File: src/rtl/hrsp_pkg.sv
// Package: shared constants and types for the HTTP response stream parser.
package hrsp_pkg;
    localparam int MAX_HEADER_BYTES_DEF     = 2048;
    localparam int MAX_TRAILER_BYTES_DEF    = 1024;
    localparam int MAX_CHUNK_LINE_BYTES_DEF = 64;
    localparam logic [23:0] MAX_BODY_RESET  = 24'd4096;

    localparam logic [2:0] ST_MORE     = 3'd0;
    localparam logic [2:0] ST_DONE     = 3'd1;
    localparam logic [2:0] ST_BAD      = 3'd2;
    localparam logic [2:0] ST_HDR_BIG  = 3'd3;
    localparam logic [2:0] ST_BODY_BIG = 3'd4;

    localparam logic FUNC_DATA  = 1'b0;
    localparam logic FUNC_CLOSE = 1'b1;

    // Registered input item handed from the input stage to the parse core.
    typedef struct packed {
        logic       func;
        logic [7:0] data_byte;
    } in_item_t;

    // Result item handed from the parse core to the output stage.
    typedef struct packed {
        logic [2:0] parse_status;
        logic       body_valid;
        logic [7:0] body_byte;
        logic [9:0] response_code;
    } out_item_t;

    // Lower-case a letter.
    function automatic logic [7:0] to_low(input logic [7:0] c);
        to_low = (c >= 8'h41 && c <= 8'h5A) ? c + 8'd32 : c;
    endfunction

    // Character of "content-length" at a position.
    function automatic logic [7:0] len_char(input logic [7:0] p);
        case (p)
            8'd0: len_char = "c";  8'd1: len_char = "o";  8'd2: len_char = "n";
            8'd3: len_char = "t";  8'd4: len_char = "e";  8'd5: len_char = "n";
            8'd6: len_char = "t";  8'd7: len_char = "-";  8'd8: len_char = "l";
            8'd9: len_char = "e";  8'd10: len_char = "n"; 8'd11: len_char = "g";
            8'd12: len_char = "t"; 8'd13: len_char = "h";
            default: len_char = 8'h00;
        endcase
    endfunction

    // Character of "transfer-encoding" at a position.
    function automatic logic [7:0] te_char(input logic [7:0] p);
        case (p)
            8'd0: te_char = "t";  8'd1: te_char = "r";  8'd2: te_char = "a";
            8'd3: te_char = "n";  8'd4: te_char = "s";  8'd5: te_char = "f";
            8'd6: te_char = "e";  8'd7: te_char = "r";  8'd8: te_char = "-";
            8'd9: te_char = "e";  8'd10: te_char = "n"; 8'd11: te_char = "c";
            8'd12: te_char = "o"; 8'd13: te_char = "d"; 8'd14: te_char = "i";
            8'd15: te_char = "n"; 8'd16: te_char = "g";
            default: te_char = 8'h00;
        endcase
    endfunction

    // Character of "chunked" at a position.
    function automatic logic [7:0] chunk_char(input logic [7:0] p);
        case (p)
            8'd0: chunk_char = "c"; 8'd1: chunk_char = "h"; 8'd2: chunk_char = "u";
            8'd3: chunk_char = "n"; 8'd4: chunk_char = "k"; 8'd5: chunk_char = "e";
            8'd6: chunk_char = "d";
            default: chunk_char = 8'h00;
        endcase
    endfunction

    // Character of "HTTP/1." at a position.
    function automatic logic [7:0] proto_char(input logic [7:0] p);
        case (p)
            8'd0: proto_char = "H"; 8'd1: proto_char = "T"; 8'd2: proto_char = "T";
            8'd3: proto_char = "P"; 8'd4: proto_char = "/"; 8'd5: proto_char = "1";
            8'd6: proto_char = ".";
            default: proto_char = 8'h00;
        endcase
    endfunction

    // Hex digit value, 16 when not a hex digit.
    function automatic logic [4:0] hex_of(input logic [7:0] c);
        if (c >= "0" && c <= "9")      hex_of = 5'(c - "0");
        else if (c >= "a" && c <= "f") hex_of = 5'(c - "a" + 8'd10);
        else if (c >= "A" && c <= "F") hex_of = 5'(c - "A" + 8'd10);
        else                           hex_of = 5'd16;
    endfunction
endpackage

File: src/rtl/http_response_stream_parser_unit.sv
// Top level: input register, parse core and result register.
// One byte or close marker enters and its result leaves from a result register; sustained rate
// is one item per clock while the receiver does not stall, set by the parse step between the
// input register and the result register. The input register takes a new item whenever it
// is empty or its item moves into the result register in the same cycle.
module http_response_stream_parser_unit #(
    parameter int MAX_HEADER_BYTES     = hrsp_pkg::MAX_HEADER_BYTES_DEF,
    parameter int MAX_TRAILER_BYTES    = hrsp_pkg::MAX_TRAILER_BYTES_DEF,
    parameter int MAX_CHUNK_LINE_BYTES = hrsp_pkg::MAX_CHUNK_LINE_BYTES_DEF
) (
    input  logic        clk,
    input  logic        rst_n,
    input  logic        cfg_we,
    input  logic [23:0] cfg_data,
    input  logic        in_valid,
    output logic        in_stall,
    input  logic        func,
    input  logic [7:0]  data_byte,
    output logic        out_valid,
    input  logic        out_stall,
    output logic [2:0]  parse_status,
    output logic        body_valid,
    output logic [7:0]  body_byte,
    output logic [9:0]  response_code
);
    import hrsp_pkg::*;

    logic        in_full_reg;
    in_item_t    in_item_reg;
    logic        out_full_reg;
    out_item_t   out_item_reg;
    out_item_t   core_result;
    logic [23:0] max_body_reg;
    logic        step;

    assign step     = in_full_reg && (!out_full_reg || !out_stall);
    assign in_stall = in_full_reg && !step;

    // Hold the body limit register.
    always_ff @(posedge clk or negedge rst_n)
    begin
        if (!rst_n) max_body_reg <= MAX_BODY_RESET;
        else if (cfg_we) max_body_reg <= cfg_data;
    end

    // Advance the input register.
    always_ff @(posedge clk or negedge rst_n)
    begin
        if (!rst_n) in_full_reg <= 1'b0;
        else if (in_valid && !in_stall) in_full_reg <= 1'b1;
        else if (step) in_full_reg <= 1'b0;
    end

    always_ff @(posedge clk)
    begin
        if (in_valid && !in_stall) in_item_reg <= '{func: func, data_byte: data_byte};
    end

    hrsp_core #(
        .MAX_HEADER_BYTES    (MAX_HEADER_BYTES),
        .MAX_TRAILER_BYTES   (MAX_TRAILER_BYTES),
        .MAX_CHUNK_LINE_BYTES(MAX_CHUNK_LINE_BYTES)
    ) u_core (
        .clk           (clk),
        .rst_n         (rst_n),
        .step          (step),
        .item          (in_item_reg),
        .max_body_bytes(max_body_reg),
        .result        (core_result)
    );

    // Advance the result register.
    always_ff @(posedge clk or negedge rst_n)
    begin
        if (!rst_n) out_full_reg <= 1'b0;
        else if (step) out_full_reg <= 1'b1;
        else if (!out_stall) out_full_reg <= 1'b0;
    end

    always_ff @(posedge clk)
    begin
        if (step) out_item_reg <= core_result;
    end

    assign out_valid     = out_full_reg;
    assign parse_status  = out_item_reg.parse_status;
    assign body_valid    = out_item_reg.body_valid;
    assign body_byte     = out_item_reg.body_byte;
    assign response_code = out_item_reg.response_code;
endmodule

File: src/rtl/hrsp_core.sv
// Parse core: parser state and the per-byte next-state logic.
module hrsp_core #(
    parameter int MAX_HEADER_BYTES     = hrsp_pkg::MAX_HEADER_BYTES_DEF,
    parameter int MAX_TRAILER_BYTES    = hrsp_pkg::MAX_TRAILER_BYTES_DEF,
    parameter int MAX_CHUNK_LINE_BYTES = hrsp_pkg::MAX_CHUNK_LINE_BYTES_DEF
) (
    input  logic                clk,
    input  logic                rst_n,
    input  logic                step,
    input  hrsp_pkg::in_item_t  item,
    input  logic [23:0]         max_body_bytes,
    output hrsp_pkg::out_item_t result
);
    import hrsp_pkg::*;

    localparam int HCW = $clog2(MAX_HEADER_BYTES + 1);
    localparam int TCW = $clog2(MAX_TRAILER_BYTES + 2);
    localparam int LLW = (MAX_CHUNK_LINE_BYTES > 255) ? $clog2(MAX_CHUNK_LINE_BYTES + 1) : 8;

    typedef enum logic [3:0] {
        PH_HEADERS, PH_FIXED, PH_TILL_CLOSE, PH_CSIZE, PH_CDATA,
        PH_CCR, PH_CLF, PH_TRAIL, PH_END
    } phase_t;

    localparam logic [1:0] VK_OTHER = 2'd0;
    localparam logic [1:0] VK_LEN   = 2'd1;
    localparam logic [1:0] VK_TE    = 2'd2;

    phase_t      phase_reg, phase_next;
    logic [2:0]  sticky_reg, sticky_next;
    logic [HCW-1:0] hcount_reg, hcount_next;
    logic [2:0]  scan_reg, scan_next;
    logic [1:0]  tail_reg, tail_next;
    logic [9:0]  code_reg, code_next;
    logic        len_seen_reg, len_seen_next;
    logic        chk_seen_reg, chk_seen_next;
    logic [63:0] acc_reg, acc_next;
    logic [23:0] body_cnt_reg, body_cnt_next;
    logic [23:0] left_reg, left_next;
    logic [LLW-1:0] line_len_reg, line_len_next;
    logic [1:0]  ext_reg, ext_next;
    logic [TCW-1:0] trail_reg, trail_next;
    logic        saw_cr_reg, saw_cr_next;
    logic        hbad_reg, hbad_next;
    logic        code_ok_reg, code_ok_next;
    logic        lbad_reg, lbad_next;
    logic        valive_reg, valive_next;
    logic [1:0]  nalive_reg, nalive_next;
    logic [1:0]  vkind_reg, vkind_next;
    logic [4:0]  nmatch_reg, nmatch_next;
    logic [3:0]  vmatch_reg, vmatch_next;
    logic        bvalid;

    // Decimal or hex digit into the accumulator; returns 0 on overflow.
    function automatic logic add_dec(input logic [63:0] a, input logic [3:0] d,
                                     output logic [63:0] r);
        logic [67:0] w;
        w = {3'd0, a, 1'b0} + {1'b0, a, 3'd0} + {64'd0, d};
        r = w[63:0];
        add_dec = (w[67:64] == 4'd0);
    endfunction

    function automatic logic add_hex(input logic [63:0] a, input logic [3:0] d,
                                     output logic [63:0] r);
        r = {a[59:0], d};
        add_hex = (a[63:60] == 4'd0);
    endfunction

    // Compute the next state for one accepted byte.
    always_comb
    begin
        logic [7:0] c, lc, nm8, vm8;
        logic [63:0] sum;
        logic [4:0] hd;
        logic [24:0] room;
        logic [23:0] left_dec;
        logic trailer, do_char, ok, cr_first;
        logic [2:0] scan_m;
        logic [LLW-1:0] line_len_m;
        logic [1:0] nalive_m;
        logic [4:0] nmatch_m;
        logic [3:0] vmatch_m;
        logic valive_m, hbad_m;
        phase_next = phase_reg;       sticky_next = sticky_reg;
        hcount_next = hcount_reg;     scan_next = scan_reg;
        tail_next = tail_reg;         code_next = code_reg;
        len_seen_next = len_seen_reg; chk_seen_next = chk_seen_reg;
        acc_next = acc_reg;           body_cnt_next = body_cnt_reg;
        left_next = left_reg;         line_len_next = line_len_reg;
        ext_next = ext_reg;           trail_next = trail_reg;
        saw_cr_next = saw_cr_reg;     hbad_next = hbad_reg;
        code_ok_next = code_ok_reg;   lbad_next = lbad_reg;
        valive_next = valive_reg;     nalive_next = nalive_reg;
        vkind_next = vkind_reg;       nmatch_next = nmatch_reg;
        vmatch_next = vmatch_reg;
        scan_m = scan_reg;            line_len_m = line_len_reg;
        nalive_m = nalive_reg;        nmatch_m = nmatch_reg;
        vmatch_m = vmatch_reg;        valive_m = valive_reg;
        hbad_m = hbad_reg;
        bvalid = 1'b0;
        c = item.data_byte;
        lc = 8'd0; nm8 = 8'd0; vm8 = 8'd0; sum = 64'd0; hd = 5'd0;
        room = 25'd0; left_dec = 24'd0; ok = 1'b0; do_char = 1'b0; cr_first = 1'b0;
        trailer = (phase_reg == PH_TRAIL);
        if (step && sticky_reg == ST_MORE) begin
            if (item.func == FUNC_CLOSE) begin
                phase_next = PH_END;
                sticky_next = (phase_reg == PH_TILL_CLOSE) ? ST_DONE : ST_BAD;
            end else begin
                unique case (phase_reg)
                    PH_HEADERS:
                    begin
                        if (hcount_reg >= HCW'(MAX_HEADER_BYTES)) begin
                            phase_next = PH_END; sticky_next = ST_HDR_BIG;
                        end else begin
                            hcount_next = hcount_reg + 1'b1;
                            if (c == 8'h0D)      tail_next = (tail_reg == 2'd2) ? 2'd3 : 2'd1;
                            else if (c == 8'h0A) tail_next = tail_reg[0] ? 2'd2 : 2'd0;
                            else                 tail_next = 2'd0;
                            if (c == 8'h0A && tail_reg == 2'd3) begin
                                // End of the header block: pick the body form.
                                saw_cr_next = 1'b0;
                                if (hbad_reg || (len_seen_reg && chk_seen_reg)) begin
                                    phase_next = PH_END; sticky_next = ST_BAD;
                                end else begin
                                    code_ok_next = 1'b1;
                                    if (len_seen_reg && acc_reg > {40'd0, max_body_bytes}) begin
                                        phase_next = PH_END; sticky_next = ST_BODY_BIG;
                                    end else if (code_reg == 10'd204 || code_reg == 10'd304 ||
                                                 (len_seen_reg && acc_reg == 64'd0)) begin
                                        phase_next = PH_END; sticky_next = ST_DONE;
                                    end else if (chk_seen_reg) begin
                                        scan_next = 3'd0; ext_next = 2'd0; line_len_next = '0;
                                        acc_next = 64'd0; lbad_next = 1'b0;
                                        phase_next = PH_CSIZE;
                                    end else if (len_seen_reg) begin
                                        left_next = acc_reg[23:0]; phase_next = PH_FIXED;
                                    end else begin
                                        phase_next = PH_TILL_CLOSE;
                                    end
                                end
                            end else if (saw_cr_reg && c == 8'h0A) begin
                                // End of one header line.
                                saw_cr_next = 1'b0;
                                if (scan_reg == 3'd0) begin
                                    if (line_len_reg < LLW'(12) || code_reg < 10'd200 ||
                                        code_reg > 10'd599)
                                        hbad_next = 1'b1;
                                end else if (scan_reg < 3'd4) begin
                                    hbad_next = 1'b1;
                                end else if (vkind_reg == VK_LEN) begin
                                    if (scan_reg == 3'd4) hbad_next = 1'b1;
                                end else if (vkind_reg == VK_TE) begin
                                    if (scan_reg == 3'd4 || !valive_reg || vmatch_reg != 4'd7)
                                        hbad_next = 1'b1;
                                end
                                scan_next = 3'd1; nmatch_next = 5'd0; nalive_next = 2'd3;
                                vkind_next = VK_OTHER; vmatch_next = 4'd0;
                                valive_next = 1'b1; line_len_next = '0;
                            end else begin
                                // A held CR is a plain character ahead of this byte.
                                if (saw_cr_reg) begin
                                    cr_first = 1'b1;
                                    saw_cr_next = (c == 8'h0D);
                                    do_char = (c != 8'h0D);
                                end else if (c == 8'h0D) begin
                                    saw_cr_next = 1'b1;
                                end else begin
                                    do_char = 1'b1;
                                end
                            end
                        end
                    end
                    PH_FIXED, PH_TILL_CLOSE, PH_CDATA:
                    begin
                        if (body_cnt_reg >= max_body_bytes) begin
                            phase_next = PH_END; sticky_next = ST_BODY_BIG;
                        end else begin
                            body_cnt_next = body_cnt_reg + 24'd1;
                            bvalid = 1'b1;
                            if (phase_reg != PH_TILL_CLOSE) begin
                                left_dec = (left_reg != 24'd0) ? left_reg - 24'd1 : left_reg;
                                left_next = left_dec;
                                if (left_dec == 24'd0) begin
                                    if (phase_reg == PH_FIXED) begin
                                        phase_next = PH_END; sticky_next = ST_DONE;
                                    end else begin
                                        phase_next = PH_CCR;
                                    end
                                end
                            end
                        end
                    end
                    PH_CSIZE, PH_TRAIL:
                    begin
                        if (trailer && trail_reg >= TCW'(MAX_TRAILER_BYTES)) begin
                            phase_next = PH_END; sticky_next = ST_HDR_BIG;
                        end else begin
                            if (trailer) trail_next = trail_reg + 1'b1;
                            if (saw_cr_reg) begin
                                if (c != 8'h0A) begin
                                    phase_next = PH_END; sticky_next = ST_BAD;
                                end else if (trailer) begin
                                    saw_cr_next = 1'b0;
                                    if (line_len_reg == '0) begin
                                        phase_next = PH_END; sticky_next = ST_DONE;
                                    end
                                    line_len_next = '0;
                                end else if (lbad_reg || scan_reg == 3'd0 || ext_reg == 2'd1) begin
                                    phase_next = PH_END; sticky_next = ST_BAD;
                                end else begin
                                    room = (max_body_bytes > body_cnt_reg) ?
                                           {1'b0, max_body_bytes - body_cnt_reg} : 25'd0;
                                    if (acc_reg > {39'd0, room}) begin
                                        phase_next = PH_END; sticky_next = ST_BODY_BIG;
                                    end else begin
                                        left_next = acc_reg[23:0];
                                        phase_next = (acc_reg[23:0] == 24'd0) ? PH_TRAIL : PH_CDATA;
                                        scan_next = 3'd0; ext_next = 2'd0; line_len_next = '0;
                                        acc_next = 64'd0; lbad_next = 1'b0; saw_cr_next = 1'b0;
                                    end
                                end
                            end else if (c == 8'h0D) begin
                                saw_cr_next = 1'b1;
                            end else if (c == 8'h0A || line_len_reg >= LLW'(MAX_CHUNK_LINE_BYTES)
                                         || c < 8'h20) begin
                                phase_next = PH_END; sticky_next = ST_BAD;
                            end else begin
                                line_len_next = line_len_reg + 1'b1;
                                if (!trailer) begin
                                    // Size digits, then an optional extension.
                                    if (ext_reg != 2'd0) begin
                                        if (c >= 8'h7F) lbad_next = 1'b1;
                                        ext_next = 2'd2;
                                    end else if (c == ";") begin
                                        ext_next = 2'd1;
                                    end else if (c == 8'h20 || c == 8'h09) begin
                                        if (scan_reg == 3'd1) scan_next = 3'd2;
                                    end else begin
                                        hd = hex_of(c);
                                        ok = add_hex(acc_reg, hd[3:0], sum);
                                        if (hd[4] || scan_reg == 3'd2 || !ok) lbad_next = 1'b1;
                                        else begin
                                            acc_next = sum; scan_next = 3'd1;
                                        end
                                    end
                                end
                            end
                        end
                    end
                    PH_CCR:
                    begin
                        if (c != 8'h0D) begin
                            phase_next = PH_END; sticky_next = ST_BAD;
                        end else phase_next = PH_CLF;
                    end
                    PH_CLF:
                    begin
                        if (c != 8'h0A) begin
                            phase_next = PH_END; sticky_next = ST_BAD;
                        end else begin
                            scan_next = 3'd0; ext_next = 2'd0; line_len_next = '0;
                            acc_next = 64'd0; lbad_next = 1'b0; saw_cr_next = 1'b0;
                            phase_next = PH_CSIZE;
                        end
                    end
                    default:
                    begin
                        phase_next = PH_END; sticky_next = ST_BAD;
                    end
                endcase
            end
            // Scan the held CR as a header character before the new byte.
            if (cr_first) begin
                if (scan_reg == 3'd0) begin
                    if (line_len_reg < LLW'(12)) hbad_m = 1'b1;
                end else if (scan_reg <= 3'd3) begin
                    nalive_m = 2'd0;
                    if (scan_reg != 3'd3) begin
                        if (nmatch_reg < 5'd18) nmatch_m = nmatch_reg + 5'd1;
                        scan_m = 3'd2;
                    end
                end else begin
                    if (vkind_reg == VK_LEN) begin
                        hbad_m = 1'b1;
                    end else if (vkind_reg == VK_TE) begin
                        valive_m = 1'b0;
                        if (vmatch_reg < 4'd8) vmatch_m = vmatch_reg + 4'd1;
                    end
                    if (scan_reg != 3'd6) scan_m = 3'd5;
                end
                if (line_len_reg < LLW'(255)) line_len_m = line_len_reg + 1'b1;
                scan_next = scan_m;     line_len_next = line_len_m;
                nalive_next = nalive_m; nmatch_next = nmatch_m;
                vmatch_next = vmatch_m; valive_next = valive_m;
                hbad_next = hbad_m;
            end
            // Header character: status line, name or value.
            if (do_char) begin
                if (scan_m == 3'd0) begin
                    if (line_len_m < LLW'(7)) begin
                        if (c != proto_char(8'(line_len_m))) hbad_next = 1'b1;
                    end else if (line_len_m == LLW'(7)) begin
                        if (c != "0" && c != "1") hbad_next = 1'b1;
                    end else if (line_len_m == LLW'(8)) begin
                        if (c != " ") hbad_next = 1'b1;
                    end else if (line_len_m < LLW'(12)) begin
                        if (c >= "0" && c <= "9")
                            code_next = 10'(code_reg * 10'd10 + 10'(c - "0"));
                        else hbad_next = 1'b1;
                    end
                end else if (scan_m <= 3'd3) begin
                    if (c == ":") begin
                        if (line_len_m == '0) hbad_next = 1'b1;
                        if (nalive_m[0] && nmatch_m == 5'd14) begin
                            vkind_next = VK_LEN;
                            if (len_seen_reg) hbad_next = 1'b1;
                            len_seen_next = 1'b1; acc_next = 64'd0;
                        end else if (nalive_m[1] && nmatch_m == 5'd17) begin
                            vkind_next = VK_TE;
                            if (chk_seen_reg) hbad_next = 1'b1;
                            chk_seen_next = 1'b1;
                        end
                        scan_next = 3'd4;
                    end else if (c == 8'h20 || c == 8'h09) begin
                        if (scan_m == 3'd2) scan_next = 3'd3;
                    end else if (scan_m == 3'd3) begin
                        nalive_next = 2'd0;
                    end else begin
                        lc = to_low(c);
                        nm8 = {3'd0, nmatch_m};
                        nalive_next = nalive_m;
                        if (nmatch_m >= 5'd14 || lc != len_char(nm8)) nalive_next[0] = 1'b0;
                        if (nmatch_m >= 5'd17 || lc != te_char(nm8)) nalive_next[1] = 1'b0;
                        // Saturate: any name longer than 17 matches neither.
                        if (nmatch_m < 5'd18) nmatch_next = nmatch_m + 5'd1;
                        scan_next = 3'd2;
                    end
                end else begin
                    if (c == 8'h20 || c == 8'h09) begin
                        if (scan_m == 3'd5) scan_next = 3'd6;
                    end else begin
                        if (vkind_reg == VK_LEN) begin
                            ok = add_dec(acc_reg, c[3:0], sum);
                            if (scan_m == 3'd6 || c < "0" || c > "9" || !ok) hbad_next = 1'b1;
                            if (!(scan_m == 3'd6 || c < "0" || c > "9") && ok)
                                acc_next = sum;
                        end else if (vkind_reg == VK_TE) begin
                            vm8 = {4'd0, vmatch_m};
                            if (scan_m == 3'd6 || vmatch_m >= 4'd7 ||
                                to_low(c) != chunk_char(vm8))
                                valive_next = 1'b0;
                            if (vmatch_m < 4'd8) vmatch_next = vmatch_m + 4'd1;
                        end
                        if (scan_m != 3'd6) scan_next = 3'd5;
                    end
                end
                if (line_len_m < LLW'(255)) line_len_next = line_len_m + 1'b1;
            end
        end
    end

    // Hold parser state.
    always_ff @(posedge clk or negedge rst_n)
    begin
        if (!rst_n) begin
            phase_reg <= PH_HEADERS;  sticky_reg <= ST_MORE;
            hcount_reg <= '0;         scan_reg <= 3'd0;
            tail_reg <= 2'd0;         code_reg <= 10'd0;
            len_seen_reg <= 1'b0;     chk_seen_reg <= 1'b0;
            acc_reg <= 64'd0;         body_cnt_reg <= 24'd0;
            left_reg <= 24'd0;        line_len_reg <= '0;
            ext_reg <= 2'd0;          trail_reg <= '0;
            saw_cr_reg <= 1'b0;       hbad_reg <= 1'b0;
            code_ok_reg <= 1'b0;      lbad_reg <= 1'b0;
            valive_reg <= 1'b1;       nalive_reg <= 2'd3;
            vkind_reg <= VK_OTHER;    nmatch_reg <= 5'd0;
            vmatch_reg <= 4'd0;
        end else if (step) begin
            phase_reg <= phase_next;  sticky_reg <= sticky_next;
            hcount_reg <= hcount_next; scan_reg <= scan_next;
            tail_reg <= tail_next;    code_reg <= code_next;
            len_seen_reg <= len_seen_next; chk_seen_reg <= chk_seen_next;
            acc_reg <= acc_next;      body_cnt_reg <= body_cnt_next;
            left_reg <= left_next;    line_len_reg <= line_len_next;
            ext_reg <= ext_next;      trail_reg <= trail_next;
            saw_cr_reg <= saw_cr_next; hbad_reg <= hbad_next;
            code_ok_reg <= code_ok_next; lbad_reg <= lbad_next;
            valive_reg <= valive_next; nalive_reg <= nalive_next;
            vkind_reg <= vkind_next;  nmatch_reg <= nmatch_next;
            vmatch_reg <= vmatch_next;
        end
    end

    // Form the result item.
    always_comb
    begin
        result.parse_status  = sticky_next;
        result.body_valid    = bvalid;
        result.body_byte     = bvalid ? item.data_byte : 8'd0;
        result.response_code = code_ok_next ? code_next : 10'd0;
    end
endmodule

File: config.mk
export PLATFORM = sky130hd
export DESIGN_NAME = http_response_stream_parser_unit
export DESIGN_NICKNAME = d
export VERILOG_FILES = /design/src/rtl/hrsp_pkg.sv /design/src/rtl/http_response_stream_parser_unit.sv /design/src/rtl/hrsp_core.sv
export SDC_FILE = /design/constraint.sdc
export NUM_CORES = 1
export LEC_CHECK = 0
export ABC_AREA = 1
export BUFFER_PORTS_ARGS = -buffer_cell sky130_fd_sc_hd__buf_4
export CORE_MARGIN = 2
export CORE_UTILIZATION = 59
export DETAILED_ROUTE_END_ITERATION = 8
export PLACE_DENSITY = 0.79
export SLEW_MARGIN = 20
export SYNTH_ARGS = -nofsm -noshare
export SYNTH_HDL_FRONTEND = slang
export SYNTH_SLANG_ARGS = --single-unit
File: constraint.sdc
create_clock -name clk -period 4.2 [get_ports clk]
set_clock_uncertainty 0.05 [all_clocks]
set_input_delay 0.42 -clock clk [delete_from_list [all_inputs] [get_ports clk]]
set_output_delay 0.42 -clock clk [all_outputs]
set_load 0.01 [all_outputs]
==> reports/qor_table.md <==
| Metric | Reported | Unit |
| --- | --- | --- |
| Die Height | 214 | µm |
| Largest area contributor in the netlist | sky130_fd_sc_hd__dfrtp_1 | - |
| Fraction of the cycle the final worst path needs | 1.07 | - |
| Via count normalized by instance count | 6.03 | - |
| Synthesis warning total | 0 | - |
| Post-DRT Antenna Nets | 0 | - |
| Transition at the pin with the smallest max-transition slack | 0.913 | ns |
| Number of flops mapped to enable cells by yosys | 31 | - |
| Power per cell area | 187 | mW/mm² |
| Top cells by area, synth | sky130_fd_sc_hd__dfrtp_1, sky130_fd_sc_hd__ha_1, sky130_fd_sc_hd__nand2_1, sky130_fd_sc_hd__nor2_1, sky130_fd_sc_hd__inv_1 | - |
| Most repeated cell in the gate-level netlist after synthesis | sky130_fd_sc_hd__nand2_1 | - |
| Residual DRC count | 0 | - |
| Endpoints failing setup | 91 | - |
| Post-route setup slack | -0.285 | ns |
| Synth Net Count | 4215 | - |
| Longest Clk Path Bufs | 3 | - |
| Fin util | 0.719 | - |
| Total negative slack | -12.42 | ns |
| Antenna diode count | 0 | - |
| Share of the yosys chip area belonging to registers | 0.242 | - |
| Number of sinks handled by clock tree synthesis | 244 | - |
| Total length of routed wires | 88.5 | mm |
| Worst Setup SP | u_core.body_cnt_reg[15] | - |
| Launch instance of the worst min-delay path | cfg_data[0] | - |
| Initial Util | 0.599 | - |
| #FFs+latches synth | 244 | - |
| Result of the run | finished with violations | - |
| Global-route usage over all layers | 0.368 | - |
| Failing checks | negative setup slack | - |
| Count of routing violations after the opening detailed-route iteration | 3631 | - |
| First-pass GRT wire length | 136 | mm |
| Final number of hold-violating endpoints | 0 | - |
| H-tree levels | 1 | - |
| Tightest slew margin relative to the limit | 0.389 | - |
| Overflow left after global routing | 0 | - |
| TritonCTS clock tree | yes | - |
| Number of clock buffers inserted by TritonCTS | 30 | - |
| Total core area | 0.0433 | mm² |
| Worst EP required | 4.61 | ns |
| Instance count of the mapped netlist | 3916 | - |
| Pre-antenna DRT Iters | 9 | - |
| Number of port buffers | 61 | - |
| Slowest stage delay, CP | 0.36 | ns |
| Critical path class | reg2reg | - |
| Terminating pin of the worst hold path | max_body_reg[0] | - |
| Clock slew at the register clock pins of the worst setup and hold paths | 0.07 | ns |
| Fin Hold WS | 0.0303 | ns |
| Layout Area Growth over Synthesis | 20.0 | % |
| Worst slack after detailed placement | -0.237 | ns |
| Count of cells along the worst register-to-register path | 30 | - |
| Setup repair after global routing missed its margin | true | - |
| DIE AREA | 0.0456 | mm² |
| Max Fanout on Critical Path | 8 | - |
| Overall via count from detail_route | 28900 | - |
| R2r endpoint | u_core.acc_reg[62] | - |
| Maximum Capacitance Violations | 0 | - |
| Final critical-path required period | 4.49 | ns |
| Arrival time at the worst endpoint | 4.89 | ns |
| Number of distinct library cells after synthesis | 71 | - |
| Die Width | 214 | µm |
| Flip-flop count of the largest register, all copies and words added | 64 | - |
| Synth async-reset ratio | 0.873 | - |
| Worst Setup End Kind | flip-flop | - |
| Detail Placement HPWL | 63.8 | mm |
| Post-synthesis instance area | 0.0259 | mm² |
| Antenna violations before repair | 0 | - |
| Highest Clock Rate | 223 | MHz |
| Final Slew Violations | 0 | - |
| Instance count along the most critical hold path | 3 | - |
| Static leakage | 0.0145 | µW |
| Ports | 62 | - |
| Cell at the root of the clock tree | sky130_fd_sc_hd__clkbuf_16 | - |
| Clock network latency to the later pin of the worst-skew pair | 0.61 | ns |
| Critical Path Source Type | flip-flop | - |
| Number of nets at the end of the flow | 4473 | - |
| Reg-to-reg slack, setup | -0.29 | ns |
| Std cell rows | 76 | - |
| Peak supply drop | 0.351 | mV |
| Placer's final routability congestion estimate | 1.01 | - |
| Layout cells sized above 1 | 0.158 | - |
| Synth cell count leaders | sky130_fd_sc_hd__nand2_1, sky130_fd_sc_hd__nor2_1, sky130_fd_sc_hd__inv_1 | - |
| Primary FF master, synth | sky130_fd_sc_hd__dfrtp_1 | - |
| Average instance area after synthesis | 6.62 | µm² |
| Crit Reg-Reg Startpoint | u_core.body_cnt_reg[15] | - |
| Via count of the first global-routing pass | 26300 | - |
| Highest-delay cell along the critical path | sky130_fd_sc_hd__dfrtp_1 | - |
| Largest net degree at the start of global routing | 102 | - |
| Worst min path class | in2reg | - |
| Top-area cell type share of the netlist area | 0.202 | - |
| Detailed-route wire length per cell | 18.5 | µm |
## metal layers
layer  share of wire  vias up  GRT usage  wire [µm]
met5               0        -          0          0
met4           0.041        0      0.129       3610
met2            0.44     1718      0.570      38600
li1                -    13700          -          -
met1            0.41    13200      0.513      36200
met3            0.11      306     0.0719      10100
## timing repair
action / 4_1_cts / 5_1_grt
hold buffers: 33 / 0
setup buffers: 14 / 19
pin swaps: 52 / 113
gates resized for setup: 96 / 208
cloned: 5 / 4
hold endpoints to repair: 129 / 0
endpoints found under the setup margin: 80 / 114
## cell type report
type | count | area, µm²
sequential | 244 | 6270
clock buffer | 40 | 798
inverter | 456 | 1730
multi-input combinational | 3108 | 18400
clock inverter | 16 | 186
tap | 585 | 732
timing repair buffer | 334 | 2980
fill | 3526 | 12200
## where the power goes
| group | switching [µW] | leakage, µW | internal, µW |
|---|---|---|---|
| Sequential | 40.0 | 0.00287 | 2440 |
| Combinational | 384 | 0.0112 | 270 |
| Clock | 1160 | 0.000461 | 1530 |
## metrics by stage
stage,cell area [µm²],power [µW],cells
2_1_floorplan,25900,2790,3916
4_1_cts,30100,5760,4766
5_1_grt,31100,5980,4783
6_report,31100,5830,4783
3_5_place_dp,28300,3070,4659
3_3_place_gp,28300,3070,4659
## worst max path at each step
stage	to	slack [ns]	cells past startpoint
global route	u_core.acc_reg[16]	-0.51	31
finish	u_core.acc_reg[62]	-0.29	30
CTS	u_core.acc_reg[45]	-0.12	34
detailed placement	u_core.acc_reg[61]	-0.24	28
global placement	u_core.line_len_reg[6]	-0.14	31
floorplan	u_core.acc_reg[20]	0.003	32
## worst max-delay path: cells and delay by family (launching register included)
kind                     cells  cell delay, ns
adder cells (fa/ha/maj)      2            0.59
buffers and inverters        4            0.55
AO/OA/AOI/OAI                8            1.09
flip-flops                   1            0.36
AND/OR/NAND/NOR             16            1.68
## placed cells by master, fill, tap and decap left out, types with 31 or more instances in the layout
master | synthesis | layout
sky130_fd_sc_hd__o21ai_1 | 29 | 51
sky130_fd_sc_hd__xor2_1 | 102 | 102
sky130_fd_sc_hd__o21ai_2 | 7 | 33
sky130_fd_sc_hd__xnor2_1 | 46 | 46
sky130_fd_sc_hd__o21ai_0 | 308 | 258
sky130_fd_sc_hd__nor2_1 | 533 | 521
sky130_fd_sc_hd__inv_1 | 433 | 421
sky130_fd_sc_hd__nand3_1 | 273 | 236
sky130_fd_sc_hd__buf_4 | 8 | 258
sky130_fd_sc_hd__dlygate4sd3_1 | 0 | 33
sky130_fd_sc_hd__nand3_2 | 2 | 35
sky130_fd_sc_hd__a21oi_1 | 291 | 258
sky130_fd_sc_hd__a21oi_2 | 2 | 35
sky130_fd_sc_hd__nor3_1 | 52 | 49
sky130_fd_sc_hd__a31oi_1 | 35 | 32
sky130_fd_sc_hd__dfrtp_1 | 209 | 209
sky130_fd_sc_hd__clkbuf_16 | 0 | 33
sky130_fd_sc_hd__nand2_2 | 16 | 44
sky130_fd_sc_hd__nand4_1 | 85 | 85
sky130_fd_sc_hd__nand2_1 | 832 | 794
sky130_fd_sc_hd__ha_1 | 256 | 239
sky130_fd_sc_hd__edfxtp_1 | 31 | 31
## logic make-up after synthesis
family	Yosys count	share of synthesized area
mux	2	0.000869
buf+inv	564	0.0874
fa+ha+maj	261	0.127
xor+xnor	148	0.0500
compound gates	804	0.174
flops	244	0.242
simple gates	1893	0.318
Note: power is estimated with default switching activity, not from simulation.
